## src/design/wsp_pkg.sv

```systemverilog
`default_nettype none
// ----------------------------------------------------------------------------
// wsp_pkg
// Shared codes, chunk tags and controller/datapath interface types for the
// WAV stream parser.
// ----------------------------------------------------------------------------
package wsp_pkg;

    // result kinds
    localparam logic [1:0] KIND_SAMPLE = 2'd0;
    localparam logic [1:0] KIND_FORMAT = 2'd1;
    localparam logic [1:0] KIND_ERROR  = 2'd2;
    localparam logic [1:0] KIND_END    = 2'd3;

    // error codes
    localparam logic [2:0] ERR_NONE      = 3'd0;
    localparam logic [2:0] ERR_NOT_WAVE  = 3'd1;
    localparam logic [2:0] ERR_FMT_SHORT = 3'd2;
    localparam logic [2:0] ERR_NOT_PCM   = 3'd3;
    localparam logic [2:0] ERR_BITS      = 3'd4;
    localparam logic [2:0] ERR_BYTE_RATE = 3'd5;
    localparam logic [2:0] ERR_ALIGN     = 3'd6;
    localparam logic [2:0] ERR_TRUNCATED = 3'd7;

    // four-character ids as read little-endian
    localparam logic [31:0] TAG_RIFF = 32'h4646_4952;
    localparam logic [31:0] TAG_WAVE = 32'h4556_4157;
    localparam logic [31:0] TAG_FMT  = 32'h2074_6D66;
    localparam logic [31:0] TAG_DATA = 32'h6174_6164;

    localparam logic [31:0] FMT_BODY_LEN = 32'd16;
    localparam logic [15:0] FMT_TAG_PCM  = 16'd1;

    typedef struct packed {
        logic       push;
        logic [1:0] kind;
        logic [2:0] err;
        logic       last_chunk;
    } t_res_cmd;

    typedef struct packed {
        logic     restart;
        logic     shift;
        logic     clr_field;
        logic     inc_field;
        logic     load_left;
        logic     load_left_fmt;
        logic     dec_left;
        logic     set_pad;
        logic     clr_fmt;
        logic     fmt_store;
        logic     mul1;
        logic     mul2;
        logic     set_seen_fmt;
        logic     set_seen_data;
        t_res_cmd res_a;
        t_res_cmd res_b;
    } t_dp_cmd;

    typedef struct packed {
        logic       is_riff;
        logic       is_wave;
        logic       is_fmt;
        logic       is_data;
        logic       lt16;
        logic       w_zero;
        logic       field_last;
        logic       fmt_last;
        logic       left_one;
        logic       left_zero;
        logic       odd;
        logic [2:0] fmt_err;
    } t_dp_status;

    typedef struct packed {
        logic [1:0]  kind;
        logic [7:0]  sample;
        logic        last_chunk;
        logic [2:0]  err;
        logic [15:0] channels;
        logic [31:0] rate;
        logic [15:0] bits;
        logic        fmt_seen;
        logic        smp_seen;
        logic        last_result;
    } t_result;

endpackage
`default_nettype wire

```

## src/design/wsp_out_queue.sv

```systemverilog
`default_nettype none
// ----------------------------------------------------------------------------
// wsp_out_queue
// Two-entry result queue; takes up to two results per cycle, hands out one.
// ----------------------------------------------------------------------------
module wsp_out_queue (
    input  logic              i_clk,
    input  logic              i_rst_n,
    input  logic              i_push_a,
    input  wsp_pkg::t_result  i_res_a,
    input  logic              i_push_b,
    input  wsp_pkg::t_result  i_res_b,
    output logic              o_valid,
    input  logic              i_ready,
    output wsp_pkg::t_result  o_head,
    output logic              o_room2
);
    import wsp_pkg::*;

    t_result    r_q [2];
    t_result    n_q0;
    t_result    n_q1;
    logic [1:0] r_cnt;
    logic [1:0] n_cnt;
    logic [1:0] base;
    logic [1:0] slot_b;
    logic       pop;

    assign o_valid = (r_cnt != 2'd0);
    assign o_head  = r_q[0];
    assign pop     = o_valid && i_ready;
    assign o_room2 = (r_cnt == 2'd0) || ((r_cnt == 2'd1) && pop);

    always_comb begin
        base   = r_cnt - {1'b0, pop};
        slot_b = base + {1'b0, i_push_a};
        n_q0   = pop ? r_q[1] : r_q[0];
        n_q1   = r_q[1];
        if (i_push_a) begin
            if (base[0]) begin
                n_q1 = i_res_a;
            end else begin
                n_q0 = i_res_a;
            end
        end
        if (i_push_b) begin
            if (slot_b[0]) begin
                n_q1 = i_res_b;
            end else begin
                n_q0 = i_res_b;
            end
        end
        n_cnt = slot_b + {1'b0, i_push_b};
    end

    always_ff @(posedge i_clk) begin
        r_q[0] <= n_q0;
        r_q[1] <= n_q1;
        if (!i_rst_n) begin
            r_cnt <= 2'd0;
        end else begin
            r_cnt <= n_cnt;
        end
    end

endmodule
`default_nettype wire

```

## config.mk

```make
export PLATFORM = sky130hd
export DESIGN_NAME = wsp_out_queue
export DESIGN_NICKNAME = d
export VERILOG_FILES = /design/src/design/wsp_pkg.sv /design/src/design/wsp_out_queue.sv
export SDC_FILE = /design/constraint.sdc
export NUM_CORES = 1
export LEC_CHECK = 0
export ABC_AREA = 1
export BUFFER_PORTS_ARGS = -buffer_cell sky130_fd_sc_hd__buf_4
export CORE_ASPECT_RATIO = 1.5
export CORE_UTILIZATION = 40
export CTS_CLUSTER_SIZE = 28
export DETAILED_ROUTE_END_ITERATION = 8
export PLACE_DENSITY_LB_ADDON = 0.08
export SYNTH_ARGS = -nofsm -noshare
export SYNTH_HDL_FRONTEND = slang
export SYNTH_SLANG_ARGS = --single-unit
```

## constraint.sdc

```tcl
create_clock -name i_clk -period 1.4 [get_ports i_clk]
set_input_delay 0.42 -clock i_clk [delete_from_list [all_inputs] [get_ports i_clk]]
set_output_delay 0.42 -clock i_clk [all_outputs]
set_load 0.01 [all_outputs]
```

Word level (Yosys, flattened, before mapping)
Memory sizes are Yosys's and may differ from the RTL's.
Index checks and enable logic that the tools add are counted.
Widths: inputs -> output; s select.
Storage, ports and cells
  register bits after elaboration: 2
  RAM bits: 162
  input bits: 167
  output and inout bits: 83
  logic and storage cells: 20
  memories kept: 1
Operators by class
  add/subtract/negate cells: 3
  equality and inequality tests: 1
  muxes and demuxes: 9
  reduce and logical (&&, ||, !) cells: 5
Memory list
  r_q: depth 2, width 81, rd ports 2, clocked after Yosys merged registers in 0, write ports 2, line wsp_out_queue.sv:20  | t_result r_q [2];
Operators by type and width (number)
  $mux 81: 9
  $add 2x1->2: 2
  $eq 2x1->1 const B: 1
  $logic_and 1x1->1: 2
  $logic_not 2->1: 1
  $reduce_bool 2->1: 1
  $sub 2x1->2: 1
  $logic_or 1x1->1: 1

Longest topological paths before layout
  word-level depth: 7
  gate-level depth with buffers: 11

Worst setup path after synthesis
No wires, ideal clock.
  kind: input-to-reg
  from: input i_ready
  to: memory r_q[0][100] (netlist name)
  setup time: 0.112 ns
  data arrival time: 1.288 ns
  required time: 1.288 ns
  slack: 0.000 ns
  stages: 11
  buffers on the path: 3
  cell sequence: inv_2 -> nand2_1 -> nand2_1 -> buf_4 -> nand2_1 -> buf_4 -> buf_6 -> nand2_1 -> nand2_1 -> nand2_1 -> nand2_1
RTL lines
  start, declared: line wsp_out_queue.sv:14  | input logic i_ready,
  end, declared: line wsp_out_queue.sv:20

Final worst setup path
  from: register r_cnt[0]
  to: output o_valid
On the way
  cells in the longest elaborated chain, start to end: 1
Ends and longest elaborated chain
  start, declared: line wsp_out_queue.sv:23  | logic [1:0] r_cnt;
  start signal, assigned: line wsp_out_queue.sv:62  | r_cnt <= n_cnt;
  $reduce_bool 2->1: line wsp_out_queue.sv:29  | assign o_valid = (r_cnt != 2'd0);
  end, declared: line wsp_out_queue.sv:13  | output logic o_valid,
No other way between the ends.

==> results.sh <==
export IMPL_gp_congestion=0.8125
export IMPL_netlist_area_sq_mm=0.009329
export IMPL_busiest_layer="met2"
export IMPL_wl_um=37630
export IMPL_worst_slew_pin_slew_ns=0.5889
export IMPL_root_buffer="clkbuf_16"
export IMPL_synth_simple_area_share_pct=52.12
export IMPL_finalCriticalPeriod_ns=1.665
export IMPL_drt_pass1_iterations=5
export IMPL_grt_max_degree=46
export IMPL_pwr_share_comb_pct=39.4
export IMPL_leakage_nw=7.862
export IMPL_crit_path_end_kind="primary output"
export IMPL_cts_tree="done"
export IMPL_drive_above_1_share_pct=32.89
export IMPL_startpoint_type="flop"
export IMPL_fin_crit_sh_pct=118.9
export IMPL_cts_sinks=164
export IMPL_cts_buffer_depth=2
export IMPL_syn_nets=1761
export IMPL_pwr_share_clk_pct=26.6
export IMPL_ioPinCount=250
export IMPL_diodes=0
export IMPL_ant_nets=0
export IMPL_post_route_util_pct=60.94
export IMPL_cts_made_buffers=17
export IMPL_p_int_w=0.01236
export IMPL_ys_types=17
export IMPL_crit_family="buffers and inverters"
export IMPL_met3_usage_pct=5.143
export IMPL_fmax_mhz=600.6
export IMPL_grtUsageMet1_pct=31.08
export IMPL_grt_met2_usage_pct=49.28
export IMPL_grt_pass1_wl_um=50260
export IMPL_fin_skew_ns=0.007452
export IMPL_drc_errors=0
export IMPL_syn_inst=1593
export IMPL_overflow=0
export IMPL_dpl_hpwl_um=20030
export IMPL_ys_seq_area_share_pct=35.19
export IMPL_p_per_area_mw_per_mm2=1363
export IMPL_crit_chain="inv_2 -> buf_6 -> nand2_4 -> buf_12 -> buf_6"
export IMPL_vias_per_cell=5.122
export IMPL_setup_violations=165
export IMPL_yosysWarnings=0
export IMPL_crit_top_cell="buf_6"
export IMPL_rsz0062_at_grt="true"
export IMPL_coreArea_sq_mm=0.02297
export IMPL_die_h_um=189.0
export IMPL_area_growth_pct=50.07
export IMPL_antenna_found_initial=0
export IMPL_cts_max_level=4
export IMPL_cp_max_fo=3
export IMPL_nets=1961
export IMPL_layout_setup_ws_ns=-0.2651
export IMPL_status="finished, violations left"
export IMPL_power_switching_w=0.006722
export IMPL_min_path_type="input pin to flop"
export IMPL_cpMaxStageDelayCell="dfxtp_2"
export IMPL_die_area_sq_mm=0.02395
export IMPL_crit_arrival_ns=1.25
export IMPL_grt_use_total_pct=27.14
export IMPL_start_util_pct=40.61
export IMPL_wl_per_cell_um=18.04
export IMPL_synth_xor_xnor_area_share_pct=0
export IMPL_synth_fa_ha_area_share_pct=0.1341
export IMPL_relSlewSlack_pct=60.74
export IMPL_required_ns=0.98
export IMPL_hold_viol_final=0
export IMPL_vias=10690
export IMPL_syn_area_per_cell_sq_um=5.856
export IMPL_portBuffers=249
export IMPL_critPathMaxStageDelay_ns=0.33
export IMPL_cts_reportedPaths_clkPinSlew_ns=0.07
export IMPL_hold_ws_ns=0.1769
export IMPL_clock_latency_ns=0.44
export IMPL_drtIter0Drc=804
export IMPL_violations="negative setup slack"
export IMPL_maxCapViolCount=0
export IMPL_muxShareOfSynthArea_pct=0
export IMPL_die_w_um=126.7
export IMPL_critical_path_class="flop to primary output"
export IMPL_rows=68
export IMPL_ir_drop_mv=0.9602
export IMPL_holdBufCountCts=0
export IMPL_grt_pass1_vias=9448
export IMPL_critical_path_buf_inv_count=4
export IMPL_power_switching_share_pct=35.23
export IMPL_final_max_slew_viol_count=0
export IMPL_synth_compound_area_share_pct=0.1073
export IMPL_ys_ff_latch=164
export IMPL_power_frac_seq_pct=33.9
export IMPL_synth_top_family_by_area="simple AND/OR/NAND/NOR gates"
synthesized netlist by cell type:
| cell | number | share of area (%) |
|---|---|---|
| nand3_2 | 2 | 0.21 |
| nand3b_1 | 1 | 0.081 |
| ha_1 | 1 | 0.13 |
| inv_1 | 7 | 0.28 |
| o21ai_1 | 1 | 0.054 |
| nor2_1 | 2 | 0.081 |
| buf_2 | 52 | 2.8 |
| nand3_1 | 168 | 9.0 |
| clkbuf_1 | 34 | 1.4 |
| inv_2 | 4 | 0.16 |
| a21oi_1 | 1 | 0.054 |
| buf_4 | 83 | 6.7 |
| nor2_4 | 1 | 0.12 |
| buf_6 | 8 | 0.97 |
| buf_1 | 5 | 0.20 |
| nand2_1 | 1059 | 43 |
| dfxtp_1 | 164 | 35 |
per-layer routing:
metal / vias up / routed length, um
li1: 5219 / -
met1: 4912 / 14370
met2: 460 / 18850
met5: - / 0
met4: 0 / 1554
met3: 94 / 2864
flip-flops by register name, summed over array words and instances, names as in the netlist:
signal / flops
r_cnt: 2
r_q: 162
area by class of cell:
class                      instances  area (sq um)
tap                              280         350.3
fill                            2209          8972
clock buffer                      20         446.7
multi-input combinational       1238          5779
inverter                          11         58.81
clock inverter                    12         178.9
timing repair buffer             361          3895
sequential                       164          3291
per-stage QoR:
stage | worst slack [ns] | std cells | power (W) | cell area (sq um) | TNS [ns]
6_report | -0.2651 | 2086 | 0.01908 | 14000 | -19.29
5_1_grt | -0.2985 | 2086 | 0.02014 | 14000 | -30.74
4_1_cts | -0.2535 | 2043 | 0.01769 | 12250 | -23.45
2_1_floorplan | 0.01160 | 1593 | 0.01037 | 9333 | 0
3_5_place_dp | -0.3425 | 1997 | 0.01227 | 11280 | -49.42
3_3_place_gp | -0.3337 | 1997 | 0.01218 | 11280 | -46.42
cell families (layout without fill, tap and decap cells):
group | after synthesis | after routing
flip-flops | 164 | 164
AND/OR/NAND/NOR | 1233 | 1235
buffers and inverters | 193 | 404
AO/OA/AOI/OAI | 2 | 2
adder cells (fa/ha/maj) | 1 | 1
worst min-delay path: stages:
cell,delay [ns]
buf_4,0.09
nand2_2,0.04
nand2_1,0.04
path summary, 6_finish.rpt:
path / slack, ns / cells after the start / endpoint / startpoint
worst max-delay path: -0.27 / 5 / o_valid / r_cnt[0]$_SDFF_PN0_
worst min-delay path: 0.18 / 3 / r_q[0][140]$_DFF_P_ / i_res_b[59]
worst max register to register: -0.18 / 10 / r_q[0][153]$_DFF_P_ / r_cnt[1]$_SDFF_PN0_
worst min register to register: 0.54 / 4 / r_q[0][129]$_DFF_P_ / r_q[0][129]$_DFF_P_
repair_timing:
item	4_1_cts	5_1_grt
buffers inserted	7	9
gates cloned	7	35
pin swaps	3	88
setup endpoints to repair	167	169
resized for setup	22	283
power groups by stage:
stage,Combinational (W),Clock [W],Sequential (W)
after global routing,0.00824,0.00533,0.00658
after floorplan,0.00403,0,0.00634
after CTS,0.00610,0.00515,0.00643
final,0.00753,0.00509,0.00647
after global placement,0.00568,0,0.00650
after detailed placement,0.00575,0,0.00653
cells in the final DEF (no fill, tap or decap), types with 3 or more instances in the layout:
| cell type | Yosys | routed |
|---|---|---|
| nand2_1 | 1059 | 876 |
| buf_4 | 83 | 268 |
| nand3_1 | 168 | 167 |
| dfxtp_1 | 164 | 158 |
| nand2_2 | 0 | 118 |
| nand2_4 | 0 | 64 |
| clkbuf_16 | 0 | 43 |
| buf_12 | 0 | 32 |
| buf_6 | 8 | 21 |
| inv_1 | 7 | 6 |
| clkinvlp_4 | 0 | 6 |
| buf_16 | 0 | 6 |
| dfxtp_2 | 0 | 6 |
| bufinv_16 | 0 | 4 |
| bufbuf_16 | 0 | 4 |
| buf_8 | 0 | 4 |
| nand3_4 | 0 | 3 |
| nand2_8 | 0 | 3 |
(Power assumes the default switching activity.)
