--- src/design/wsp_pkg.sv ---
`default_nettype none
// ----------------------------------------------------------------------------
// wsp_pkg
// Shared codes, chunk tags and controller/datapath interface types for the
// WAV stream parser.
// ----------------------------------------------------------------------------
package wsp_pkg;

    // result kinds
    localparam logic [1:0] KIND_SAMPLE = 2'd0;
    localparam logic [1:0] KIND_FORMAT = 2'd1;
    localparam logic [1:0] KIND_ERROR  = 2'd2;
    localparam logic [1:0] KIND_END    = 2'd3;

    // error codes
    localparam logic [2:0] ERR_NONE      = 3'd0;
    localparam logic [2:0] ERR_NOT_WAVE  = 3'd1;
    localparam logic [2:0] ERR_FMT_SHORT = 3'd2;
    localparam logic [2:0] ERR_NOT_PCM   = 3'd3;
    localparam logic [2:0] ERR_BITS      = 3'd4;
    localparam logic [2:0] ERR_BYTE_RATE = 3'd5;
    localparam logic [2:0] ERR_ALIGN     = 3'd6;
    localparam logic [2:0] ERR_TRUNCATED = 3'd7;

    // four-character ids as read little-endian
    localparam logic [31:0] TAG_RIFF = 32'h4646_4952;
    localparam logic [31:0] TAG_WAVE = 32'h4556_4157;
    localparam logic [31:0] TAG_FMT  = 32'h2074_6D66;
    localparam logic [31:0] TAG_DATA = 32'h6174_6164;

    localparam logic [31:0] FMT_BODY_LEN = 32'd16;
    localparam logic [15:0] FMT_TAG_PCM  = 16'd1;

    typedef struct packed {
        logic       push;
        logic [1:0] kind;
        logic [2:0] err;
        logic       last_chunk;
    } t_res_cmd;

    typedef struct packed {
        logic     restart;
        logic     shift;
        logic     clr_field;
        logic     inc_field;
        logic     load_left;
        logic     load_left_fmt;
        logic     dec_left;
        logic     set_pad;
        logic     clr_fmt;
        logic     fmt_store;
        logic     mul1;
        logic     mul2;
        logic     set_seen_fmt;
        logic     set_seen_data;
        t_res_cmd res_a;
        t_res_cmd res_b;
    } t_dp_cmd;

    typedef struct packed {
        logic       is_riff;
        logic       is_wave;
        logic       is_fmt;
        logic       is_data;
        logic       lt16;
        logic       w_zero;
        logic       field_last;
        logic       fmt_last;
        logic       left_one;
        logic       left_zero;
        logic       odd;
        logic [2:0] fmt_err;
    } t_dp_status;

    typedef struct packed {
        logic [1:0]  kind;
        logic [7:0]  sample;
        logic        last_chunk;
        logic [2:0]  err;
        logic [15:0] channels;
        logic [31:0] rate;
        logic [15:0] bits;
        logic        fmt_seen;
        logic        smp_seen;
        logic        last_result;
    } t_result;

endpackage
`default_nettype wire

--- src/design/wsp_datapath.sv ---
`default_nettype none
// ----------------------------------------------------------------------------
// wsp_datapath
// Header word assembly, chunk byte counter, fmt field registers, the two-step
// byte rate multiply and result formatting.
// ----------------------------------------------------------------------------
module wsp_datapath (
    input  logic                i_clk,
    input  logic                i_rst_n,
    input  logic [7:0]          i_data_byte,
    input  wsp_pkg::t_dp_cmd    i_cmd,
    output wsp_pkg::t_dp_status o_status,
    output logic                o_push_a,
    output wsp_pkg::t_result    o_res_a,
    output logic                o_push_b,
    output wsp_pkg::t_result    o_res_b
);
    import wsp_pkg::*;

    localparam logic [3:0] HDR_FIELD_LAST = 4'd3;
    localparam logic [3:0] FMT_FIELD_LAST = 4'd15;

    logic [31:0] r_chunk_len;
    logic [3:0]  r_field;
    logic [31:0] r_bytes_left;
    logic [15:0] r_tag;
    logic [15:0] r_chan;
    logic [31:0] r_rate;
    logic [31:0] r_brate;
    logic [15:0] r_align;
    logic [15:0] r_depth;
    logic [1:0]  r_seen;
    logic [31:0] r_p1;
    logic [31:0] r_p2;
    logic [31:0] r_cd;

    logic [31:0] eff_chunk;
    logic [3:0]  eff_field;
    logic [31:0] word;
    logic [1:0]  n_seen;
    logic [31:0] prod_rc;
    logic [31:0] prod_pd;
    logic [31:0] prod_cd;

    function automatic t_result build(input t_res_cmd rc, input logic [7:0] smp,
                                      input logic [1:0] seen, input logic last_res);
        t_result r;
        r             = '0;
        r.kind        = rc.kind;
        r.last_result = last_res;
        case (rc.kind)
            KIND_SAMPLE: begin
                r.sample     = smp;
                r.last_chunk = rc.last_chunk;
            end
            KIND_FORMAT: begin
                r.channels = r_chan;
                r.rate     = r_rate;
                r.bits     = r_depth;
            end
            KIND_ERROR: begin
                r.err = rc.err;
            end
            default: begin
                r.fmt_seen = seen[0];
                r.smp_seen = seen[1];
            end
        endcase
        return r;
    endfunction

    assign eff_chunk = i_cmd.restart ? '0 : r_chunk_len;
    assign eff_field = i_cmd.restart ? '0 : r_field;
    assign word      = {i_data_byte, eff_chunk[31:8]};
    assign n_seen    = (i_cmd.restart ? 2'b00 : r_seen)
                     | {i_cmd.set_seen_data, i_cmd.set_seen_fmt};

    // 32-bit wrapping products
    assign prod_rc = r_rate * {16'd0, r_chan};
    assign prod_pd = r_p1 * {16'd0, r_depth};
    assign prod_cd = {16'd0, r_chan} * {16'd0, r_depth};

    always_comb begin
        o_status.is_riff    = (word == TAG_RIFF);
        o_status.is_wave    = (word == TAG_WAVE);
        o_status.is_fmt     = (word == TAG_FMT);
        o_status.is_data    = (word == TAG_DATA);
        o_status.lt16       = (word < FMT_BODY_LEN);
        o_status.w_zero     = (word == 32'd0);
        o_status.field_last = (eff_field == HDR_FIELD_LAST);
        o_status.fmt_last   = (eff_field == FMT_FIELD_LAST);
        o_status.left_one   = (r_bytes_left == 32'd1);
        o_status.left_zero  = (r_bytes_left == 32'd0);
        o_status.odd        = r_chunk_len[0];
        // byte rate compares after the 32-bit wrap, then the divide by 8
        if (r_tag != FMT_TAG_PCM) begin
            o_status.fmt_err = ERR_NOT_PCM;
        end else if (r_depth[2:0] != 3'd0) begin
            o_status.fmt_err = ERR_BITS;
        end else if ({3'b000, r_p2[31:3]} != r_brate) begin
            o_status.fmt_err = ERR_BYTE_RATE;
        end else if ({3'b000, r_cd[31:3]} != {16'd0, r_align}) begin
            o_status.fmt_err = ERR_ALIGN;
        end else begin
            o_status.fmt_err = ERR_NONE;
        end
    end

    assign o_push_a = i_cmd.res_a.push;
    assign o_push_b = i_cmd.res_b.push;
    assign o_res_a  = build(i_cmd.res_a, i_data_byte, n_seen, !i_cmd.res_b.push);
    assign o_res_b  = build(i_cmd.res_b, i_data_byte, n_seen, 1'b1);

    always_ff @(posedge i_clk) begin
        if (!i_rst_n) begin
            r_chunk_len  <= '0;
            r_field      <= '0;
            r_bytes_left <= '0;
            r_seen       <= '0;
            r_tag        <= '0;
            r_chan       <= '0;
            r_rate       <= '0;
            r_brate      <= '0;
            r_align      <= '0;
            r_depth      <= '0;
        end else begin
            if (i_cmd.set_pad) begin
                r_chunk_len <= '0;
            end else if (i_cmd.shift) begin
                r_chunk_len <= word;
            end else if (i_cmd.restart) begin
                r_chunk_len <= '0;
            end

            if (i_cmd.clr_field) begin
                r_field <= '0;
            end else if (i_cmd.inc_field) begin
                r_field <= eff_field + 4'd1;
            end else if (i_cmd.restart) begin
                r_field <= '0;
            end

            // pad byte load wins over the decrement of the chunk's last byte
            if (i_cmd.set_pad) begin
                r_bytes_left <= 32'd1;
            end else if (i_cmd.load_left) begin
                r_bytes_left <= word;
            end else if (i_cmd.load_left_fmt) begin
                r_bytes_left <= word - FMT_BODY_LEN;
            end else if (i_cmd.dec_left) begin
                r_bytes_left <= r_bytes_left - 32'd1;
            end else if (i_cmd.restart) begin
                r_bytes_left <= '0;
            end

            r_seen <= n_seen;

            if (i_cmd.clr_fmt) begin
                r_tag   <= '0;
                r_chan  <= '0;
                r_rate  <= '0;
                r_brate <= '0;
                r_align <= '0;
                r_depth <= '0;
            end else if (i_cmd.fmt_store) begin
                unique case (eff_field[3:1]) inside
                    3'd0:       r_tag[{eff_field[0], 3'b000} +: 8] <= i_data_byte;
                    3'd1:       r_chan[{eff_field[0], 3'b000} +: 8] <= i_data_byte;
                    3'd2, 3'd3: r_rate[{eff_field[1:0], 3'b000} +: 8] <= i_data_byte;
                    3'd4, 3'd5: r_brate[{eff_field[1:0], 3'b000} +: 8] <= i_data_byte;
                    3'd6:       r_align[{eff_field[0], 3'b000} +: 8] <= i_data_byte;
                    default:    r_depth[{eff_field[0], 3'b000} +: 8] <= i_data_byte;
                endcase
            end
        end
    end

    // products: rate*channels and channels*bits, then *bits
    always_ff @(posedge i_clk) begin
        if (i_cmd.mul1) begin
            r_p1 <= prod_rc;
            r_cd <= prod_cd;
        end
        if (i_cmd.mul2) begin
            r_p2 <= prod_pd;
        end
    end

endmodule
`default_nettype wire

--- config.mk ---
export PLATFORM = sky130hd
export DESIGN_NAME = wsp_datapath
export DESIGN_NICKNAME = d
export VERILOG_FILES = /design/src/design/wsp_pkg.sv /design/src/design/wsp_datapath.sv
export SDC_FILE = /design/constraint.sdc
export NUM_CORES = 2
export LEC_CHECK = 0
export ABC_CLOCK_PERIOD_IN_PS = 7900
export BUFFER_PORTS_ARGS = -buffer_cell sky130_fd_sc_hd__clkbuf_2
export CAP_MARGIN = 25
export CORE_ASPECT_RATIO = 0.8
export CORE_UTILIZATION = 35
export CTS_CLUSTER_SIZE = 24
export DETAILED_ROUTE_END_ITERATION = 10
export GPL_ROUTABILITY_DRIVEN = 0
export GPL_TIMING_DRIVEN = 0
export PLACE_DENSITY = 0.57
export SLEW_MARGIN = 0
export SYNTH_ARGS = -nofsm -noshare
export SYNTH_HDL_FRONTEND = slang
export SYNTH_SLANG_ARGS = --single-unit
--- constraint.sdc ---
create_clock -name i_clk -period 7.9 [get_ports i_clk]
set_input_delay 0.79 -clock i_clk [delete_from_list [all_inputs] [get_ports i_clk]]
set_output_delay 0.79 -clock i_clk [all_outputs]
set_load 0.005 [all_outputs]
Word-level counts from Yosys, hierarchy flattened
Cells that the tools add are included.
W data, S select, Z words.
- bits in registers: 287
- latch bits: 0
- bits in writable memories: 0
- bits in read-only memories: 0
- output and inout bits: 178
- memories: 0
- add/sub/neg operators: 5
- $mul: 3
- divide/modulo/power cells: 0
- magnitude comparators: 1
- equality and inequality tests: 20
- shift-type cells: 4
- mux-type cells: 28
- bitwise gates (word level): 3
- reductions and logical operators: 24
- operator list (operator ; number):
    $mux W32 ; 6
    $mux W64 ; 2
    $eq A32 B31 Y1 const B ; 3
    $bwmux W16 ; 4
    $bwmux W32 ; 2
    $logic_not A32 Y1 ; 2
    $mul A32 B16 Y32 ; 2
    $eq A32 B1 Y1 const B ; 1
    $eq A32 B30 Y1 const B ; 1
    $lt A32 B5 Y1 const B ; 1
    $mul A16 B16 Y32 ; 1
    $ne A29 B32 Y1 ; 1
    $shift A8 B7 Y32 const A ; 1
    $shiftx A8 B7 Y32 ; 1
    $sub A32 B1 Y32 const B ; 1
    $sub A32 B5 Y32 const B ; 1
    $ne A29 B16 Y1 ; 1
    $mux W3 ; 6
    $mux W9 ; 2
    $ne A16 B1 Y1 const B ; 1
    $shift A8 B6 Y16 const A ; 1
    $shiftx A8 B6 Y16 ; 1
    $reduce_and A2 Y1 ; 6
    $reduce_or A2 Y1 ; 5
    other kinds (24) ; 35

Longest topological paths before layout
- word-level depth: 5
- gate-level depth with buffers: 24
- gate-level depth less buffers: 21

Worst setup path after synthesis
No wires, ideal clock.
- path type: register -> register
- from: register r_depth[1]
- to: register r_p2[30], data pin
- data arrival time: 5981 ps
- data required time: 7642 ps
- setup slack: 1661 ps
- cell stages (with the launch flop): 21
- buffers on the path: 2
- period minus slack after synthesis: 6239 ps
- cells stage by stage: dfxtp_1 -> clkbuf_1 -> clkbuf_1 -> nand2_1 -> fa_1 -> fa_1 -> fa_1 -> inv_1 -> fa_1 -> fa_1 -> inv_1 -> fa_1 -> inv_1 -> ha_1 -> or2_2 -> a211oi_1 -> a31oi_1 -> o41ai_1 -> o2111ai_1 -> a21oi_1 -> xnor2_1
- cells in the longest elaborated chain, start to end: 1
- RTL lines (element ; RTL line ; source):
    from (decl) ; wsp_datapath.sv:31 ; logic [15:0] r_depth;
    from (signal, indexed assignment) ; wsp_datapath.sv:172 ; default: r_depth[{eff_field[0], 3'b000} +: 8] <= i_data_byte;
    $mul A32 B16 Y32 ; wsp_datapath.sv:80 ; assign prod_pd = r_p1 * {16'd0, r_depth};
    named net prod_pd[30] ; wsp_datapath.sv:42 ; logic [31:0] prod_pd;
    to (signal assigned) ; wsp_datapath.sv:185 ; r_p2 <= prod_pd;
    to (decl) ; wsp_datapath.sv:34 ; logic [31:0] r_p2;
The timed path passes the listed nets, and every way through them passes these cells.
A chain may end at the register's enable or synchronous reset.

Final worst setup path
- from: register r_chan[3]
- to: register r_p1[30], data pin
- cells in the longest elaborated chain, start to end: 1
- RTL lines (element ; RTL line ; source):
    from (decl) ; wsp_datapath.sv:27 ; logic [15:0] r_chan;
    from (signal, indexed assignment) ; wsp_datapath.sv:168 ; 3'd1: r_chan[{eff_field[0], 3'b000} +: 8] <= i_data_byte;
    $mul A32 B16 Y32 ; wsp_datapath.sv:79 ; assign prod_rc = r_rate * {16'd0, r_chan};
    named net prod_rc[30] ; wsp_datapath.sv:41 ; logic [31:0] prod_rc;
    to (signal assigned) ; wsp_datapath.sv:181 ; r_p1 <= prod_rc;
    to (decl) ; wsp_datapath.sv:33 ; logic [31:0] r_p1;
The timed path passes the listed nets, and every way through them passes these cells.

==> flow_summary.yaml <==
run_status:
  outcome: "completed"
clocking:
  cts_max_path_buffers: 3
  cts_buffers: 31
  clkTransAtPathRegs_ns: 0.06
  cts-root-buf: "clkbuf_16"
  cts_setup_buffers: 0
  insertion_delay_ns: 0.64
  cts_hold_buf: 0
  h-tree-depth: 1
  cts_tree: "done"
  cts.sinks: 281
finish:
  drive_above_1_share_pct: 6.57
  nets: 6495
  utilization_pct: 39.2
  final_cell_area_um2: 49200
  syn2layout_area_growth_pct: 10.5
critical_path:
  reg2reg_depth: 19
  cp-start-kind: "flop"
  timing.rr.start: "r_chan[3]"
  cp.required_ns: 8.33
  crit_fanout: 12
  ff2ff_setup_slack_ns: 0.14
  arrival_ns: 8.20
  end_kind: "flop"
  reg2reg_to: "r_p1[30]"
  worst-setup-path-type: "flop to flop"
logic_synthesis:
  netlist_top_cells_area: "fa_1 (36%), dfxtp_1 (8.6%), and2_1 (8.1%), inv_1 (7.7%), ha_1 (6.8%)"
  yosys.area.top_type: "fa_1"
  synth-edff-count: 90
  netlist_instances: 5157
  avgSynthCellArea_um2: 8.64
  synth_flop_cell: "dfxtp_1"
  ys_seq_area_share_pct: 14.6
  syn-num-nets: 6238
  async_flop_share_pct: 0
  yosysWarnings: 0
  yosysUniqueCellTypes: 74
  ys_seq_elements: 281
  synthTopCellsByCount: "inv_1 (910), fa_1 (802), nand2_1 (755)"
  yosysMostFrequentCell: "inv_1"
  yosysTopAreaCellShare_pct: 36.0
  synth_area_um2: 44600
placement:
  dp_hpwl_um: 131000
  place_area_um2: 48100
  post-place-ws_ns: -0.365
  io_buffers: 209
drt:
  drtPass1Iterations: 6
  drtIter0Drc: 3889
  routed_wl_um: 164000
  drtAntennaViolNets: 0
  wl_per_cell_um: 23.1
  via_count: 37122
  viasPerCell: 5.23
  drc_errors: 0
floorplan:
  num_rows: 116
  die_x_um: 401
  die_h_um: 321
  io_pins: 216
  core_um2: 126000
  floorplan.die_area_um2: 129000
  initial_core_util_pct: 35.4
run:
  cap_violations: 0
global_route:
  grt_use_total_pct: 25.3
  grt_overflow: 0
  grt_max_degree: 33
  first_global_vias: 36886
  grt_pass1_wl_um: 243000
  antenna_found_initial: 11
timing:
  timing.final.hold_violations: 0
  finClkSkew_ns: 0.0454
  grt_setup_unrepaired: "true"
  period_share_pct: 98.3
  slew_viol_final: 0
  min_period_ns: 7.76
  worst_pin_slew_ns: 1.16
  finalSetupViolations: 0
  finalWorstSetupSlack_ns: 0.137
  slew_headroom_pct: 22.9
  timing.fmax_ghz: 0.129
power_and_ir_drop:
  ir_drop_v: 0.000184
  powerDensity_nw_per_um2: 69.4
  leakage_nw: 22.4
hold_path:
  min_from: "i_cmd[15]"
  hold_depth: 3
  hold_path_class: "primary input to flop"
  min_to: "r_seen[0]"
==> state kept, by name (all words and copies together) (netlist names), 4 cells and up <==
signal and cells:
r_brate 32, r_bytes_left 32, r_p1 32, r_rate 32, r_cd 29, r_p2 29
r_chunk_len 25, r_align 16, r_chan 16, r_depth 16, r_tag 16, r_field 4
==> repair_timing <==
item                                    CTS  global route
cloned                                    0             0
gates resized for setup                  18            54
endpoints found under the setup margin    7            12
==> power breakdown <==
part           switching [W]  internal, W  total [W]  leakage (nW)
combinational       0.000220    0.0000911   0.000311          19.4
clock               0.000660     0.000900    0.00156         0.519
sequential         0.0000340      0.00151    0.00155          2.49
total               0.000913      0.00250    0.00342          22.4
==> stage by stage <==
step           power [W]  hold WS [ns]  setup TNS [ns]  std cells
2_1_floorplan    0.00173         0.448               0       5157
3_3_place_gp     0.00187         0.454           -1.52       7018
3_5_place_dp     0.00188         0.462           -1.20       7043
4_1_cts          0.00343         0.420               0       7092
5_1_grt          0.00351         0.484         -0.0874       7092
6_report         0.00342         0.446               0       7098
==> how the worst max path moves through the flow <==
stage	startpoint	end	slack, ns	cells after the start
6_report	r_chan[3]	r_p1[30]	0.14	19
5_1_grt	r_chan[8]	r_p1[31]	-0.08	23
4_1_cts	r_rate[13]	r_p1[31]	0.03	20
3_5_place_dp	r_chan[13]	r_p1[31]	-0.36	21
3_3_place_gp	r_chan[14]	r_p1[31]	-0.44	21
2_1_floorplan	r_depth[1]	r_p2[30]	1.66	20
==> layer usage <==
metal,global-route usage [%],vias up,wire length [um]
li1,-,16178,-
met1,35.4,18655,69900
met2,37.3,1949,68100
met3,7.52,334,19100
met4,8.43,6,6490
met5,0,-,49
==> cells in the final DEF, fill, tap and decap left out, types with 16 or more instances in the layout <==
master	netlist	layout
a21oi_1	200	200
nor2_1	288	288
buf_8	0	20
o21ai_0	68	68
clkbuf_2	0	244
a21o_1	27	27
nor4_1	31	31
and2_1	575	575
nand4_1	16	16
a31oi_1	17	17
dfxtp_1	191	185
xnor2_1	163	163
xor2_1	43	43
nand3_1	59	59
nand2b_1	18	18
clkbuf_16	0	32
nor3_1	56	56
a211oi_1	21	21
clkbuf_1	300	253
nand2_1	755	755
inv_1	910	910
edfxtp_1	90	90
mux2i_1	64	64
ha_1	241	241
nor2b_1	21	21
fa_1	802	802
==> area by class of cell <==
| class | instances | area (um2) |
|---|---|---|
| fill | 12867 | 76500 |
| multi-input combinational | 3640 | 33400 |
| sequential | 281 | 6530 |
| inverter | 915 | 3430 |
| tap | 1652 | 2070 |
| timing repair buffer | 237 | 1510 |
| buffer | 308 | 1240 |
| clock buffer | 41 | 865 |
| clock inverter | 15 | 199 |
| antenna | 9 | 22.5 |
==> cell families (layout without fill, tap and decap cells) <==
kind of cell             Yosys count  in the layout  synth area share (%)
other                              1             10               0.00842
flip-flops                       281            281                  14.6
AO/OA/AOI/OAI                    437            437                  6.00
buffers and inverters           1236           1516                  10.5
multiplexers                      65             65                  1.46
AND/OR/NAND/NOR                 1887           1887                  20.5
adder cells (fa/ha/maj)         1043           1043                  42.8
XOR/XNOR                         207            207                  4.09
==> critical path: stages (launching register included) <==
cell	delay, ns
dfxtp_1	0.80
clkbuf_1	0.82
and2_1	0.25
fa_1	0.46
fa_1	0.55
ha_1	0.13
inv_1	0.04
fa_1	0.48
fa_1	0.55
inv_1	0.05
fa_1	0.43
ha_1	0.38
nand3_1	0.13
nor4_1	0.47
nor3_1	0.14
o31ai_1	0.78
a311oi_1	0.29
o31ai_1	0.38
a21oi_1	0.13
xnor2_1	0.28
Note: power is estimated with default switching activity, not from simulation.
